**src/hdl/mcv_pkg.sv**
```systemverilog
// Package for the MIDI to CV message handler: payload structs, message
// codes, register indexes and fixed constants. No dependencies.
package mcv_pkg;

  typedef struct packed {
    logic       cmd;
    logic [7:0] midi_byte;
  } mcv_in_t;

  typedef struct packed {
    logic [11:0] pitch_level;
    logic        pitch_write;
    logic [11:0] bend_level;
    logic        bend_write;
    logic [6:0]  mod_level;
    logic        mod_write;
    logic [6:0]  velocity_level;
    logic        velocity_write;
    logic        gate;
    logic        trigger;
  } mcv_out_t;

  typedef struct packed {
    logic [3:0] midi_channel;
    logic [6:0] lowest_note;
    logic [6:0] highest_note;
    logic [7:0] trigger_time;
    logic       retrigger_enable;
  } mcv_cfg_t;

  // One parsed event handed from the parser to the voice logic.
  typedef struct packed {
    logic       tick;
    logic       valid;
    logic [3:0] kind;
    logic [3:0] chan;
    logic [6:0] a;
    logic [6:0] b;
  } mcv_msg_t;

  localparam int CFG_IDX_W = 3;
  localparam logic [CFG_IDX_W-1:0] CFG_MIDI_CHANNEL     = 3'd0;
  localparam logic [CFG_IDX_W-1:0] CFG_LOWEST_NOTE      = 3'd1;
  localparam logic [CFG_IDX_W-1:0] CFG_HIGHEST_NOTE     = 3'd2;
  localparam logic [CFG_IDX_W-1:0] CFG_TRIGGER_TIME     = 3'd3;
  localparam logic [CFG_IDX_W-1:0] CFG_RETRIGGER_ENABLE = 3'd4;

  localparam logic [3:0] KIND_NOTE_OFF = 4'h8;
  localparam logic [3:0] KIND_NOTE_ON  = 4'h9;
  localparam logic [3:0] KIND_CC       = 4'hB;
  localparam logic [3:0] KIND_BEND     = 4'hE;

  localparam logic [7:0]  SYSTEM_FIRST  = 8'hF0;
  localparam logic [6:0]  CC_MOD_WHEEL  = 7'd1;
  localparam logic [6:0]  BEND_CENTER   = 7'h40;
  localparam logic [11:0] ONE_VOLT_CODE = 12'd819;
  localparam int          CODE_MAX      = 4095;

  localparam mcv_cfg_t CFG_RESET = '{
    midi_channel:     4'd15,
    lowest_note:      7'd24,
    highest_note:     7'd84,
    trigger_time:     8'd254,
    retrigger_enable: 1'b1
  };

endpackage

```
**src/hdl/mcv_parser.sv**
```systemverilog
// Running-status MIDI byte parser: turns bytes into three-byte channel
// messages and passes timer ticks through. Depends on mcv_pkg.
module mcv_parser
  import mcv_pkg::*;
(
  input  logic     clk,
  input  logic     rst,
  input  logic     fire,
  input  mcv_in_t  item,
  output mcv_msg_t msg
);

  logic [7:0] running_status, running_status_next;
  logic       expect_second, expect_second_next;
  logic [6:0] first_data, first_data_next;

  always_comb begin
    running_status_next = running_status;
    expect_second_next  = expect_second;
    first_data_next     = first_data;
    msg.tick  = item.cmd;
    msg.valid = 1'b0;
    msg.kind  = running_status[7:4];
    msg.chan  = running_status[3:0];
    msg.a     = first_data;
    msg.b     = item.midi_byte[6:0];
    // System bytes are dropped without touching the running status.
    if (!item.cmd && item.midi_byte < SYSTEM_FIRST) begin
      if (item.midi_byte[7]) begin
        running_status_next = item.midi_byte;
        expect_second_next  = 1'b0;
      end else if (expect_second) begin
        expect_second_next = 1'b0;
        msg.valid          = 1'b1;
      end else if (running_status != 8'd0) begin
        first_data_next    = item.midi_byte[6:0];
        expect_second_next = 1'b1;
      end
    end
  end

  always_ff @(posedge clk) begin
    if (rst) begin
      running_status <= 8'd0;
      expect_second  <= 1'b0;
      first_data     <= 7'd0;
    end else if (fire) begin
      running_status <= running_status_next;
      expect_second  <= expect_second_next;
      first_data     <= first_data_next;
    end
  end

endmodule

```
**src/hdl/mcv_voice.sv**
```systemverilog
// Voice state of the converter: pitch table, note, bend, mod and trigger
// pulse handling. Builds the result item. Depends on mcv_pkg.
module mcv_voice
  import mcv_pkg::*;
#(
  parameter int TABLE_ENTRIES = 61
) (
  input  logic      clk,
  input  logic      rst,
  input  logic      fire,
  input  mcv_cfg_t  cfg,
  input  mcv_msg_t  msg,
  output mcv_out_t  result
);

  localparam int SPAN  = TABLE_ENTRIES - 1;
  localparam int IDX_W = $clog2(TABLE_ENTRIES);

  logic [11:0] pitch_rom [TABLE_ENTRIES];

  for (genvar i = 0; i < TABLE_ENTRIES; i++) begin : g_rom
    localparam int RAW = (i * 8192 + SPAN) / (2 * SPAN);
    localparam int VAL = (RAW > CODE_MAX) ? CODE_MAX : RAW;
    assign pitch_rom[i] = 12'(VAL);
  end

  logic [6:0]  previous_bend, previous_bend_next;
  logic [11:0] bend_value, bend_value_next;
  logic [6:0]  held_note, held_note_next;
  logic        gate_on, gate_on_next;
  logic        trigger_on, trigger_on_next;
  logic        pulse_active, pulse_active_next;
  logic [7:0]  pulse_ticks, pulse_ticks_next;
  logic [11:0] pitch_value, pitch_value_next;
  logic [6:0]  mod_value, mod_value_next;
  logic [6:0]  velocity_value, velocity_value_next;
  logic        wr_pitch, wr_bend, wr_mod, wr_vel;

  logic [6:0]       note_offset;
  logic [IDX_W-1:0] rom_idx;
  logic [7:0]       tick_count;
  logic             release_hit;

  assign note_offset = msg.a - cfg.lowest_note;
  assign rom_idx     = ({1'b0, note_offset} > 8'(SPAN)) ? IDX_W'(SPAN)
                                                        : note_offset[IDX_W-1:0];
  assign tick_count  = pulse_ticks + 8'd1;
  assign release_hit = (held_note == msg.a);

  always_comb begin
    previous_bend_next  = previous_bend;
    bend_value_next     = bend_value;
    held_note_next      = held_note;
    gate_on_next        = gate_on;
    trigger_on_next     = trigger_on;
    pulse_active_next   = pulse_active;
    pulse_ticks_next    = pulse_ticks;
    pitch_value_next    = pitch_value;
    mod_value_next      = mod_value;
    velocity_value_next = velocity_value;
    wr_pitch = 1'b0;
    wr_bend  = 1'b0;
    wr_mod   = 1'b0;
    wr_vel   = 1'b0;

    if (msg.tick) begin
      if (pulse_active) begin
        if (tick_count >= cfg.trigger_time) begin
          pulse_ticks_next  = 8'd0;
          pulse_active_next = 1'b0;
          trigger_on_next   = 1'b0;
        end else begin
          pulse_ticks_next = tick_count;
        end
      end
    end else if (msg.valid && msg.chan == cfg.midi_channel) begin
      unique case (msg.kind)
        KIND_CC: begin
          if (msg.a == CC_MOD_WHEEL) begin
            mod_value_next = msg.b;
            wr_mod         = 1'b1;
          end
        end
        KIND_BEND: begin
          if (msg.b != previous_bend) begin
            bend_value_next = ONE_VOLT_CODE + 12'(msg.b);
          end else if (msg.b == BEND_CENTER) begin
            bend_value_next = ONE_VOLT_CODE;
          end
          wr_bend            = 1'b1;
          previous_bend_next = msg.b;
        end
        KIND_NOTE_ON: begin
          if (msg.a != 7'd0 && msg.a >= cfg.lowest_note && msg.a <= cfg.highest_note) begin
            if (msg.b == 7'd0) begin
              // Zero velocity is a note off for this note.
              if (release_hit) begin
                gate_on_next        = 1'b0;
                trigger_on_next     = 1'b0;
                pulse_active_next   = 1'b0;
                velocity_value_next = 7'd0;
                wr_vel              = 1'b1;
              end
            end else begin
              pitch_value_next    = pitch_rom[rom_idx];
              wr_pitch            = 1'b1;
              velocity_value_next = msg.b;
              wr_vel              = 1'b1;
              if (!gate_on) begin
                gate_on_next      = 1'b1;
                trigger_on_next   = 1'b1;
                pulse_active_next = 1'b1;
              end else if (cfg.retrigger_enable) begin
                trigger_on_next   = 1'b1;
                pulse_active_next = 1'b1;
              end
              pulse_ticks_next = 8'd0;
              held_note_next   = msg.a;
            end
          end
        end
        KIND_NOTE_OFF: begin
          if (msg.a >= cfg.lowest_note && release_hit) begin
            gate_on_next        = 1'b0;
            trigger_on_next     = 1'b0;
            pulse_active_next   = 1'b0;
            velocity_value_next = 7'd0;
            wr_vel              = 1'b1;
          end
        end
        default: begin
        end
      endcase
    end
  end

  always_comb begin
    result.pitch_level    = pitch_value_next;
    result.pitch_write    = wr_pitch;
    result.bend_level     = bend_value_next;
    result.bend_write     = wr_bend;
    result.mod_level      = mod_value_next;
    result.mod_write      = wr_mod;
    result.velocity_level = velocity_value_next;
    result.velocity_write = wr_vel;
    result.gate           = gate_on_next;
    result.trigger        = trigger_on_next;
  end

  always_ff @(posedge clk) begin
    if (rst) begin
      previous_bend  <= BEND_CENTER;
      bend_value     <= ONE_VOLT_CODE;
      held_note      <= 7'd0;
      gate_on        <= 1'b0;
      trigger_on     <= 1'b0;
      pulse_active   <= 1'b0;
      pulse_ticks    <= 8'd0;
      pitch_value    <= 12'd0;
      mod_value      <= 7'd0;
      velocity_value <= 7'd0;
    end else if (fire) begin
      previous_bend  <= previous_bend_next;
      bend_value     <= bend_value_next;
      held_note      <= held_note_next;
      gate_on        <= gate_on_next;
      trigger_on     <= trigger_on_next;
      pulse_active   <= pulse_active_next;
      pulse_ticks    <= pulse_ticks_next;
      pitch_value    <= pitch_value_next;
      mod_value      <= mod_value_next;
      velocity_value <= velocity_value_next;
    end
  end

endmodule

```
**src/hdl/midi_to_cv_message_handler.sv**
```systemverilog
// Monophonic MIDI to CV message handler, top level.
// An accepted item passes through the input register, then the result register;
// one item per cycle sustained while out_stall stays low.
// The rate is set by the single pass from input register to result register.
// Reset (synchronous, rst high) empties both registers and loads register
// and voice reset values; there is no clearing pass. Depends on mcv_pkg.
module midi_to_cv_message_handler
  import mcv_pkg::*;
#(
  parameter int TABLE_ENTRIES = 61
) (
  input  logic                 clk,
  input  logic                 rst,
  input  logic                 in_valid,
  output logic                 in_stall,
  input  mcv_in_t              in_data,
  output logic                 out_valid,
  input  logic                 out_stall,
  output mcv_out_t             out_data,
  input  logic                 cfg_valid,
  output logic                 cfg_ready,
  input  logic [CFG_IDX_W-1:0] cfg_index,
  input  logic [7:0]           cfg_data
);

  mcv_cfg_t cfg;
  logic     s1_valid;
  mcv_in_t  s1_data;
  logic     advance;
  mcv_msg_t msg;
  mcv_out_t result;

  assign cfg_ready = 1'b1;

  always_ff @(posedge clk) begin
    if (rst) begin
      cfg <= CFG_RESET;
    end else if (cfg_valid && cfg_ready) begin
      unique case (cfg_index)
        CFG_MIDI_CHANNEL:     cfg.midi_channel     <= cfg_data[3:0];
        CFG_LOWEST_NOTE:      cfg.lowest_note      <= cfg_data[6:0];
        CFG_HIGHEST_NOTE:     cfg.highest_note     <= cfg_data[6:0];
        CFG_TRIGGER_TIME:     cfg.trigger_time     <= cfg_data;
        CFG_RETRIGGER_ENABLE: cfg.retrigger_enable <= cfg_data[0];
        default: begin
        end
      endcase
    end
  end

  // The input register moves on whenever the result register has room.
  assign advance  = s1_valid && (!out_valid || !out_stall);
  assign in_stall = s1_valid && out_valid && out_stall;

  always_ff @(posedge clk) begin
    if (rst) begin
      s1_valid <= 1'b0;
    end else if (!in_stall) begin
      s1_valid <= in_valid;
    end
  end

  always_ff @(posedge clk) begin
    if (in_valid && !in_stall) begin
      s1_data <= in_data;
    end
  end

  mcv_parser u_parser (
    .clk  (clk),
    .rst  (rst),
    .fire (advance),
    .item (s1_data),
    .msg  (msg)
  );

  mcv_voice #(
    .TABLE_ENTRIES (TABLE_ENTRIES)
  ) u_voice (
    .clk    (clk),
    .rst    (rst),
    .fire   (advance),
    .cfg    (cfg),
    .msg    (msg),
    .result (result)
  );

  always_ff @(posedge clk) begin
    if (rst) begin
      out_valid <= 1'b0;
    end else if (!out_valid || !out_stall) begin
      out_valid <= s1_valid;
    end
  end

  always_ff @(posedge clk) begin
    if (advance) begin
      out_data <= result;
    end
  end

  a_trigger_needs_gate: assert property (@(posedge clk) disable iff (rst)
    out_valid |-> (!out_data.trigger || out_data.gate))
    else $error("trigger high while gate is low");

  a_velocity_follows_gate: assert property (@(posedge clk) disable iff (rst)
    out_valid |-> (out_data.gate == (out_data.velocity_level != 7'd0)))
    else $error("velocity level does not match gate");

  a_pitch_with_velocity: assert property (@(posedge clk) disable iff (rst)
    (out_valid && out_data.pitch_write) |-> out_data.velocity_write)
    else $error("pitch written without velocity");

  a_bend_range: assert property (@(posedge clk) disable iff (rst)
    out_valid |-> (out_data.bend_level >= ONE_VOLT_CODE &&
                   out_data.bend_level <= ONE_VOLT_CODE + 12'd127))
    else $error("bend level out of range");

endmodule

```
**config.mk**
```make
export PLATFORM = sky130hd
export DESIGN_NAME = midi_to_cv_message_handler
export DESIGN_NICKNAME = d
export VERILOG_FILES = /design/src/hdl/mcv_pkg.sv /design/src/hdl/mcv_parser.sv /design/src/hdl/mcv_voice.sv /design/src/hdl/midi_to_cv_message_handler.sv
export SDC_FILE = /design/constraint.sdc
export NUM_CORES = 1
export LEC_CHECK = 0
export BUFFER_PORTS_ARGS = -buffer_cell sky130_fd_sc_hd__buf_2
export CAP_MARGIN = 20
export CORE_UTILIZATION = 35
export DETAILED_ROUTE_END_ITERATION = 16
export PLACE_DENSITY = 0.57
export SYNTH_ARGS = -nofsm -noshare
export SYNTH_HDL_FRONTEND = slang
export SYNTH_SLANG_ARGS = --single-unit
```
**constraint.sdc**
```tcl
create_clock -name clk -period 4.1 [get_ports clk]
set_input_delay 0.82 -clock clk [delete_from_list [all_inputs] [get_ports clk]]
set_output_delay 0.82 -clock clk [all_outputs]
set_load 0.01 [all_outputs]
```
==> run_results.csv, run 1 <==
group,metric,value,unit
timing,slew_viol_final,0,
clock_tree,clockBufferDepth,2,
place,dp_cells,1255,
cells_and_area,nFillCells,2317,
clock_tree,cts-root-buf,"clkbuf_16",
logic_synthesis,synth_warnings,0,
clock_tree,cts_sinks,161,
logic_synthesis,ys_seq_area_share,45.2,%
timing,finalCritPeriodShare,92.9,%
clock_tree,path_clk_slew,70,ps
die,die_x,156,microns
cells_and_area,diodes,0,
route,drc,0,
timing,worst_slew_pin_slew,823,ps
die,dieArea,0.0243,sq mm
die,coreArea,0.0230,sq mm
cells_and_area,nets,1021,
place,gp_congestion,0.841,
hold_path,hold_class,"flop to flop",
route,ant_nets,0,
logic_synthesis,netlist-cell-type-count,85,
grt,grt_max_degree,53,
power,p_leak,3.84,nW
setup_path,required,4260,ps
timing,finalHoldViolCount,0,
grt,grt_overflow,0,
cells_and_area,final_cell_count_no_fill,1287,
route,first_iter_violations,471,
timing,max_freq,263,MHz
logic_synthesis,synth_top_flop_cell,"dfxtp_1",
die,start_util,36.1,%
power,powerDensity,372,mW/mm^2
route,vias,6730,
cells_and_area,area_growth,16.4,%
logic_synthesis,syn_avg_cell_area,9.33,sq um
clock_tree,h-tree-depth,4,
outcome,status,"finished, final reports clean",
die,rows,55,
grt,grt_use_total,17.9,%
logic_synthesis,synth-seq-cells,161,
clock_tree,clk_latency,430,ps
grt,grt_pass1_wl,33800,microns
setup_path,arrival,3970,ps
clock_tree,cts_tree,"yes",
logic_synthesis,synth_area,0.00830,sq mm
timing,grt_setup_unrepaired,"false",
grt,antenna_found_initial,0,
logic_synthesis,synthCells,890,
clock_tree,ctsHoldBuffers,0,
timing,slew_headroom,44.9,%
clock_tree,cts_setup_buffers,0,
cells_and_area,drive_gt1_share,17.9,%
logic_synthesis,syn_nets,950,
setup_path,crit_fanout,7,
cells_and_area,final_cell_mix,"dfxtp_1 (108), nor2_1 (97), nand2_1 (88)",
setup_path,critPathKind,"flop to flop",
logic_synthesis,synth-edff-count,53,
timing,fin_tns_setup,0,ps
power,finalPower,3.59,mW
flow_run,drv_cap,0,
setup_path,cp-start-kind,"flop",
place,portBuffers,70,
route,wl_per_cell,16.3,microns
logic_synthesis,synth-async-reset-ratio,0,%
logic_synthesis,synth.top_cell.area_share,26.0,%
setup_path,end_kind,"flop",
grt,grt_pass1_vias,6253,
timing,skew,10.8,ps
die,io_pins,72,
clock_tree,cts_buffers,17,
power,peakVddDrop,0.232,mV
die,die_h,156,microns
route,vias_per_cell,5.23,
timing,period_needed,3810,ps
logic_synthesis,yosysTopAreaCell,"dfxtp_1",
route,wl,21000,microns
logic_synthesis,ys_top_cells_by_area,"dfxtp_1 (26%), edfxtp_1 (19%), ha_1 (5.1%), nor2_1 (4.4%), nand2_1 (4.0%)",
cells_and_area,final_common_cell,"dfxtp_1",
place,dp_hpwl,14800,microns
route,first_pass_iters,5,
timing,finalSetupViolCount,0,
clock_tree,cts_resized,0,
-- cell families after synthesis --
kind of cell / count (synthesis) / synth area share, %
AND/OR/NAND/NOR: 325 / 19.3
AO/OA/AOI/OAI: 207 / 18.0
buffers and inverters: 98 / 4.85
XOR/XNOR: 31 / 3.27
other: 1 / 0.0452
flip-flops: 161 / 45.2
adder cells (fa/ha/maj): 35 / 5.36
multiplexers: 32 / 3.99
-- worst max-delay path, cell delays in order (launching register included) --
cell and delay [ps]:
dfxtp_1 310, inv_1 130, ha_1 200, inv_1 60
fa_1 440, xnor2_1 160, or3_1 450, buf_4 190
o311ai_1 220, buf_4 180, ha_1 260, nor2_1 110
a21oi_1 170, o2bb2ai_1 100, a2111oi_2 440, a211oi_1 100
-- routing by layer --
layer	track usage, %	vias to the layer above	share of wire [%]
met5	0	-	0
li1	-	3367	-
met3	3.36	21	4.4
met2	26.8	159	44
met1	25.8	3183	50
met4	5.51	0	1.3
-- worst paths after layout --
kind | startpoint | endpoint | slack, ps | cells past startpoint
setup reg to reg | u_parser.first_data[0]$_SDFFE_PP0P_ | out_data[33]$_DFFE_PP_ | 290 | 15
hold reg to reg | u_voice.bend_value[9]$_SDFFE_PP1P_ | u_voice.bend_value[9]$_SDFFE_PP1P_ | 450 | 1
setup / recovery | u_parser.first_data[0]$_SDFFE_PP0P_ | out_data[33]$_DFFE_PP_ | 290 | 15
hold / removal | u_voice.bend_value[9]$_SDFFE_PP1P_ | u_voice.bend_value[9]$_SDFFE_PP1P_ | 450 | 1
-- where the power goes --
part           internal [mW]  total (mW)  switching [mW]
clock network          0.865        1.59           0.729
registers               1.68        1.70          0.0200
logic                  0.102       0.297           0.195
-- cell usage after synthesis, types with 5 or more instances --
cell type	instances
a21oi_1	55
o32ai_1	8
nor3_1	26
xnor2_1	17
a22o_1	7
nand2_1	89
nand3_1	36
edfxtp_1	53
nor2b_1	7
o22ai_1	6
o211ai_1	17
nand2b_1	5
a21o_1	8
inv_1	48
o21ai_0	29
a32o_1	5
dfxtp_1	108
o21a_1	5
clkbuf_1	32
buf_4	5
xor2_1	14
buf_2	7
and3_1	8
mux2i_1	23
and2_1	6
ha_1	34
a31oi_1	8
nor2_1	97
or3_1	7
nand4_1	13
mux2_2	9
-- sequential cells by signal, indices dropped and copies added (netlist names), 7 cells and up --
name / flops
u_parser.first_data: 7
u_voice.previous_bend: 7
u_voice.velocity_value: 7
u_parser.running_status: 8
u_voice.pulse_ticks: 8
u_voice.pitch_value: 12
u_voice.held_note: 7
u_voice.mod_value: 7
s1_data: 9
out_data: 44
cfg: 27
u_voice.bend_value: 12
-- stage by stage --
step,area [sq um],setup WS [ps],hold slack [ps],utilization (%)
2_1_floorplan,8300,115,407,-
4_1_cts,9650,0.706,445,42.0
5_1_grt,9670,9.45,472,42.1
3_5_place_dp,9060,3.85,422,39.4
6_report,9670,293,448,42.1
3_3_place_gp,9060,205,427,39.4
-- final cells by class --
cell class	count	area, sq um	share of cell area, %
Clock buffer	17	425	4.40
Clock inverter	15	161	1.67
Inverter	49	184	1.90
Multi-Input combinational cell	631	4170	43.1
Sequential cell	161	3750	38.8
Tap cell	313	392	4.05
Timing Repair Buffer	101	583	6.03
(Power assumes the default switching activity.)
==> inputs of run 2 (changes only) <==
--- a/config.mk
+++ b/config.mk
@@ -9,6 +9,7 @@
 export CAP_MARGIN = 20
 export CORE_UTILIZATION = 35
 export DETAILED_ROUTE_END_ITERATION = 16
+export GPL_TIMING_DRIVEN = 0
 export PLACE_DENSITY = 0.57
 export SYNTH_ARGS = -nofsm -noshare
 export SYNTH_HDL_FRONTEND = slang
==> run_results.csv, run 2 (synthesis gave the netlist of run 1 again) <==
group,metric,value,unit
grt,grt_pass1_wl,35100,microns
cells_and_area,final_cell_mix,"dfxtp_1 (108), nor2_1 (97), nand2_1 (87)",
setup_path,arrival,4160,ps
cells_and_area,nets,1041,
setup_path,critPathKind,"flop to flop",
clock_tree,clk_latency,440,ps
cells_and_area,area_growth,17.9,%
route,vias,6895,
setup_path,crit_fanout,9,
place,dp_hpwl,16200,microns
timing,slew_viol_final,0,
cells_and_area,multi_input_area,0.00426,sq mm
place,portBuffers,70,
route,vias_per_cell,5.27,
setup_path,required,4370,ps
timing,finalSetupViolCount,0,
timing,worst_slew_pin_slew,810,ps
clock_tree,ctsHoldBuffers,0,
setup_path,reg2reg_to,"out_data[36]$_DFFE_PP_",
hold_path,min_from,"u_voice.bend_value[9]$_SDFFE_PP1P_",
cells_and_area,final_util,42.6,%
setup_path,rrSetupSlack,210,ps
outcome,status,"finished, final reports clean",
route,first_pass_iters,8,
hold_path,hold_class,"flop to flop",
power,peakVddDrop,0.255,mV
die,die_h,156,microns
cells_and_area,largest_reg_flops,44,
setup_path,path_cells,"inv_1 > ha_1 > inv_1 > fa_2 > xnor2_4 > or3_4 > o311ai_4 > inv_1 > ha_1 > inv_1 > o31a_1 > nor2_1 > a32oi_1 > nand4_1 > o21ai_1",
hold_path,whs_path_depth,1,
grt,grt_max_degree,34,
route,first_iter_violations,515,
setup_path,slowest_delay,490,ps
flow_run,drv_cap,0,
power,p_leak,3.84,nW
setup_path,rr_startpoint,"u_parser.first_data[0]$_SDFFE_PP0P_",
die,die_x,156,microns
route,drc,0,
grt,grt_pass1_vias,6239,
grt,grt_overflow,0,
timing,finalCritPeriodShare,94.9,%
die,start_util,36.1,%
clock_tree,path_clk_slew,70,ps
power,powerDensity,373,mW/mm^2
setup_path,path_common_cell,"inv_1",
timing,slew_headroom,45.8,%
setup_path,cp-start-kind,"flop",
setup_path,crit_slowest_cell,"or3_4",
timing,period_needed,3890,ps
route,wl_per_cell,17.1,microns
place,gp_congestion,0.900,
timing,skew,13.7,ps
clock_tree,cts_tree,"yes",
cells_and_area,seq_area,0.00375,sq mm
die,io_pins,72,
cells_and_area,top_register,"out_data",
die,rows,55,
route,wl,22300,microns
setup_path,end_kind,"flop",
cells_and_area,final_common_cell,"dfxtp_1",
die,coreArea,0.0230,sq mm
cells_and_area,drive_gt1_share,17.0,%
setup_path,critPathTopFamily,"compound AO/OA/AOI/OAI gates",
clock_tree,h-tree-depth,4,
setup_path,reg2reg_depth,15,
clock_tree,cts_sinks,161,
clock_tree,clockBufferDepth,2,
timing,finalHoldViolCount,0,
clock_tree,cts-root-buf,"clkbuf_16",
die,dieArea,0.0243,sq mm
cells_and_area,top_regs,"out_data (44), cfg (27)",
hold_path,holdPathEnd,"u_voice.bend_value[9]$_SDFFE_PP1P_",
cells_and_area,nFillCells,2313,
timing,max_freq,257,MHz
route,ant_nets,0,
grt,antenna_found_initial,0,
power,finalPower,3.66,mW
clock_tree,cts_buffers,17,
grt,grt_use_total,18.8,%
setup_path,cp.buffers_inverters,4,
[run 2: cell count changes in the layout (fill, tap and decap cells not counted), moves of 4 or more]
| cell | delta |
|---|---|
| clkbuf_1 | +30 |
| buf_2 | +6 |
| buf_1 | +4 |
| buf_4 | -23 |
[run 2: timing repair]
action                     in CTS  in global routing
buffers inserted                1                  1
resized for setup              12                 12
setup endpoints to repair      24                 19
pin swaps                       1                  4
[run 2: through the flow]
stage                     hold slack (ps)  setup TNS, ps  instances  worst slack [ps]  instance area [sq um]
after CTS                             444              0       1306              21.3                   9730
after global routing                  485          -62.3       1307             -30.9                   9790
final                                 443              0       1308               209                   9790
after floorplan                       407              0        890               115                   8300
after detailed placement              428         -12680       1274              -726                   9070
after global placement                434         -28730       1273              -677                   9050
[run 2: layout make-up]
type / instances / area share [%]
sequential: 161 / 38.3
multi-input combinational: 631 / 43.5
clock buffer: 17 / 4.35
tap: 313 / 4.00
timing repair buffer: 73 / 3.94
buffer: 48 / 2.24
clock inverter: 15 / 1.75
antenna: 1 / 0.0256
inverter: 49 / 1.88
[run 2: per-layer routing]
| layer | global-route usage (%) | vias to the layer above | routed length, microns |
|---|---|---|---|
| li1 | - | 3405 | - |
| met1 | 27.4 | 3260 | 11100 |
| met2 | 28.8 | 199 | 9880 |
| met3 | 3.03 | 31 | 1050 |
| met4 | 4.76 | 0 | 284 |
| met5 | 0 | - | 0 |
[run 2: worst max-delay path by stage]
stage / from / end / cells after the start
finish: u_parser.first_data[0]$_SDFFE_PP0P_ / out_data[36]$_DFFE_PP_ / 15
global route: u_parser.first_data[0]$_SDFFE_PP0P_ / out_data[37]$_DFFE_PP_ / 14
CTS: u_parser.first_data[0]$_SDFFE_PP0P_ / out_data[40]$_DFFE_PP_ / 16
detailed placement: u_parser.first_data[0]$_SDFFE_PP0P_ / out_data[36]$_DFFE_PP_ / 16
global placement: u_parser.first_data[0]$_SDFFE_PP0P_ / out_data[33]$_DFFE_PP_ / 14
floorplan: u_parser.first_data[0]$_SDFFE_PP0P_ / out_data[37]$_DFFE_PP_ / 14
[run 2: where the power goes]
group	switching [mW]	internal [mW]	leakage [nW]
Sequential	0.0212	1.68	1.37
Combinational	0.209	0.103	2.18
Clock	0.722	0.916	0.286
==> inputs of run 3 (changes only) <==
--- a/config.mk
+++ b/config.mk
@@ -11,6 +11,8 @@
 export DETAILED_ROUTE_END_ITERATION = 16
 export GPL_TIMING_DRIVEN = 0
 export PLACE_DENSITY = 0.57
+export SLEW_MARGIN = 20
 export SYNTH_ARGS = -nofsm -noshare
 export SYNTH_HDL_FRONTEND = slang
+export SYNTH_HIERARCHICAL = 1
 export SYNTH_SLANG_ARGS = --single-unit
==> run_results.csv, run 3 <==
group,metric,value,unit
setup_path,cp-start-kind,"flop",
logic_synthesis,synthAdderAreaFrac,5.23,%
place,portBuffers,70,
route,wl_per_cell,15.9,microns
route,drt-met1-wl,10900,microns
power,peakVddDrop,0.240,mV
logic_synthesis,yosysTopAreaCell,"dfxtp_1",
timing,worst_slew_pin_slew,925,ps
cells_and_area,area_growth,18.5,%
clock_tree,h-tree-depth,4,
clock_tree,cts_sinks,161,
logic_synthesis,synth.mux.area_fraction,6.49,%
route,wl,21700,microns
setup_path,arrival,4180,ps
clock_tree,path_clk_slew,60,ps
timing,period_needed,4010,ps
place,place_area,0.00953,sq mm
cells_and_area,fin_area,0.0103,sq mm
outcome,status,"finished, final reports clean",
cells_and_area,drive_gt1_share,19.4,%
logic_synthesis,synth.most_common_cell,"dfxtp_1",
logic_synthesis,ys_seq_area_share,43.1,%
logic_synthesis,synth.top_cell.area_share,24.8,%
die,die_x,160,microns
setup_path,rr_startpoint,"u_parser/first_data[0]$_SDFFE_PP0P_",
die,io_pins,72,
logic_synthesis,ys_top_cells_by_area,"dfxtp_1 (25%), edfxtp_1 (18%), mux2i_1 (4.9%), ha_1 (4.9%), nand2_1 (3.1%)",
logic_synthesis,synth-edff-count,53,
logic_synthesis,synth_top_flop_cell,"dfxtp_1",
route,vias,7048,
place,dp_slack,-469,ps
setup_path,reg2reg_to,"out_data[39]$_DFFE_PP_",
clock_tree,clk_latency,420,ps
timing,whs,438,ps
grt,grt_overflow,0,
route,vias_per_cell,5.19,
logic_synthesis,synth_top_family_by_area,"simple AND/OR/NAND/NOR gates",
route,ant_nets,0,
clock_tree,clockBufferDepth,2,
hold_path,min_from,"u_voice/bend_value[8]$_SDFFE_PP1P_",
logic_synthesis,synth_xor_area_share,3.81,%
timing,finalSetupViolCount,0,
logic_synthesis,syn_nets,980,
route,drc,0,
timing,fin_tns_setup,0,ps
hold_path,holdPathEnd,"u_voice/bend_value[8]$_SDFFE_PP1P_",
logic_synthesis,synth-seq-cells,161,
route,first_iter_violations,439,
route,wl_met2,9520,microns
die,dieArea,0.0255,sq mm
setup_path,rrSetupSlack,90,ps
cells_and_area,nets,1082,
cells_and_area,largest_reg_flops,44,
logic_synthesis,synthSimpleGateAreaFrac,18.5,%
route,wl_met3,907,microns
timing,skew,6.09,ps
route,routed.top_layer,"met4",
grt,grt_pass1_wl,35000,microns
timing,slew_headroom,37.8,%
clock_tree,cts_tree,"yes",
logic_synthesis,synth-async-reset-ratio,0,%
logic_synthesis,netlist-cell-type-count,89,
power,powerDensity,342,mW/mm^2
grt,grt_max_degree,27,
cells_and_area,final_cell_mix,"dfxtp_1 (106), buf_2 (78), nor2_1 (70), nand2_1 (70), edfxtp_1 (53)",
place,dp_hpwl,15900,microns
timing,slew_viol_final,0,
grt,grt_use_total,17.2,%
setup_path,crit_fanout,10,
setup_path,required,4270,ps
cells_and_area,top_register,"out_data",
timing,max_freq,249,MHz
die,rows,57,
hold_path,hold_class,"flop to flop",
cells_and_area,final_common_cell,"dfxtp_1",
logic_synthesis,synth_top_cells_by_count,"dfxtp_1 (108), nand2_1 (71), nor2_1 (70)",
setup_path,reg2reg_depth,18,
logic_synthesis,synth_area,0.00871,sq mm
clock_tree,ctsHoldBuffers,0,
logic_synthesis,syn_avg_cell_area,9.47,sq um
grt,grt_pass1_vias,6568,
setup_path,end_kind,"flop",
die,start_util,35.7,%
power,p_leak,4.12,nW
hold_path,whs_path_depth,1,
timing,layout_setup_ws,87.1,ps
logic_synthesis,synth_compound_area_share,17.3,%
timing,finalHoldViolCount,0,
cells_and_area,nFillCells,2459,
setup_path,critPathKind,"flop to flop",
flow_run,drv_cap,0,
cells_and_area,final_util,42.3,%
timing,finalCritPeriodShare,97.9,%
cells_and_area,top_regs,"out_data (44), cfg (27)",
place,gp_congestion,0.865,
grt,antenna_found_initial,0,
logic_synthesis,synth_warnings,6,
clock_tree,cts-root-buf,"clkbuf_16",
clock_tree,cts_buffers,17,
cells_and_area,diodes,0,
die,coreArea,0.0244,sq mm
die,die_h,160,microns
route,first_pass_iters,5,
logic_synthesis,synthCells,920,
## run 3: cell type report
class                      count  area (sq um)  share of cell area, %
clock buffer                  20           437                   4.23
sequential                   161          3760                   36.4
clock inverter                12           135                   1.31
multi-input combinational    655          4600                   44.5
inverter                      43           164                   1.59
timing repair buffer          84           495                   4.80
buffer                        60           329                   3.19
tap                          324           405                   3.93
## run 3: critical path: stages (launching register included)
cell	delay, ps
dfxtp_4	360
inv_2	60
ha_2	160
inv_1	50
fa_2	340
buf_6	130
a211o_1	280
o211ai_1	190
and2_4	210
buf_6	120
buf_8	130
and2_4	160
a21oi_4	70
nand2b_4	140
inv_2	70
ha_2	190
mux4_2	470
a211o_1	360
mux2_2	280
## run 3: logic make-up after synthesis
logic type	after synthesis
AOI/OAI and AO/OA	213
xor gates and xnor gates	37
adders and majority gates	36
buffers and inverters	104
DFF	161
muxes	54
other	1
and+or+nand+nor	314
## run 3: worst max path at each step
| stage | start | cells after the start | to | slack (ps) |
|---|---|---|---|---|
| 3_3_place_gp | out_stall | 7 | u_voice/pitch_value[10]$_SDFFE_PP0P_ | -1420 |
| 3_5_place_dp | u_parser/first_data[0]$_SDFFE_PP0P_ | 21 | out_data[34]$_DFFE_PP_ | -470 |
| 6_report | u_parser/first_data[0]$_SDFFE_PP0P_ | 18 | out_data[39]$_DFFE_PP_ | 90 |
| 5_1_grt | u_parser/first_data[0]$_SDFFE_PP0P_ | 18 | out_data[39]$_DFFE_PP_ | -30 |
| 2_1_floorplan | u_parser/first_data[0]$_SDFFE_PP0P_ | 17 | out_data[35]$_DFFE_PP_ | 20 |
| 4_1_cts | u_parser/first_data[0]$_SDFFE_PP0P_ | 17 | out_data[39]$_DFFE_PP_ | 10 |
## run 3: report_power, final
part	internal [mW]	switching (mW)	total (mW)
clock network	0.901	0.649	1.55
registers	1.67	0.0188	1.69
logic	0.114	0.178	0.291
total	2.69	0.846	3.53
## run 3: timing repair
| item | in CTS | in global routing |
|---|---|---|
| buffers inserted | 7 | 5 |
| pin swaps | 5 | 8 |
| cloned | 0 | 0 |
| setup endpoints to repair | 20 | 16 |
| gates resized for setup | 19 | 13 |
## run 3: per-stage QoR
| stage | cells | total power [mW] |
|---|---|---|
| 2_1_floorplan | 920 | 1.90 |
| 3_3_place_gp | 1314 | 1.99 |
| 3_5_place_dp | 1316 | 2.00 |
| 4_1_cts | 1354 | 3.57 |
| 5_1_grt | 1359 | 3.67 |
| 6_report | 1359 | 3.53 |
## run 3: per-layer routing
layer	vias up	global-route usage [%]
li1	3517	-
met1	3323	25.0
met2	188	26.0
met3	20	3.27
met4	0	4.24
met5	-	0
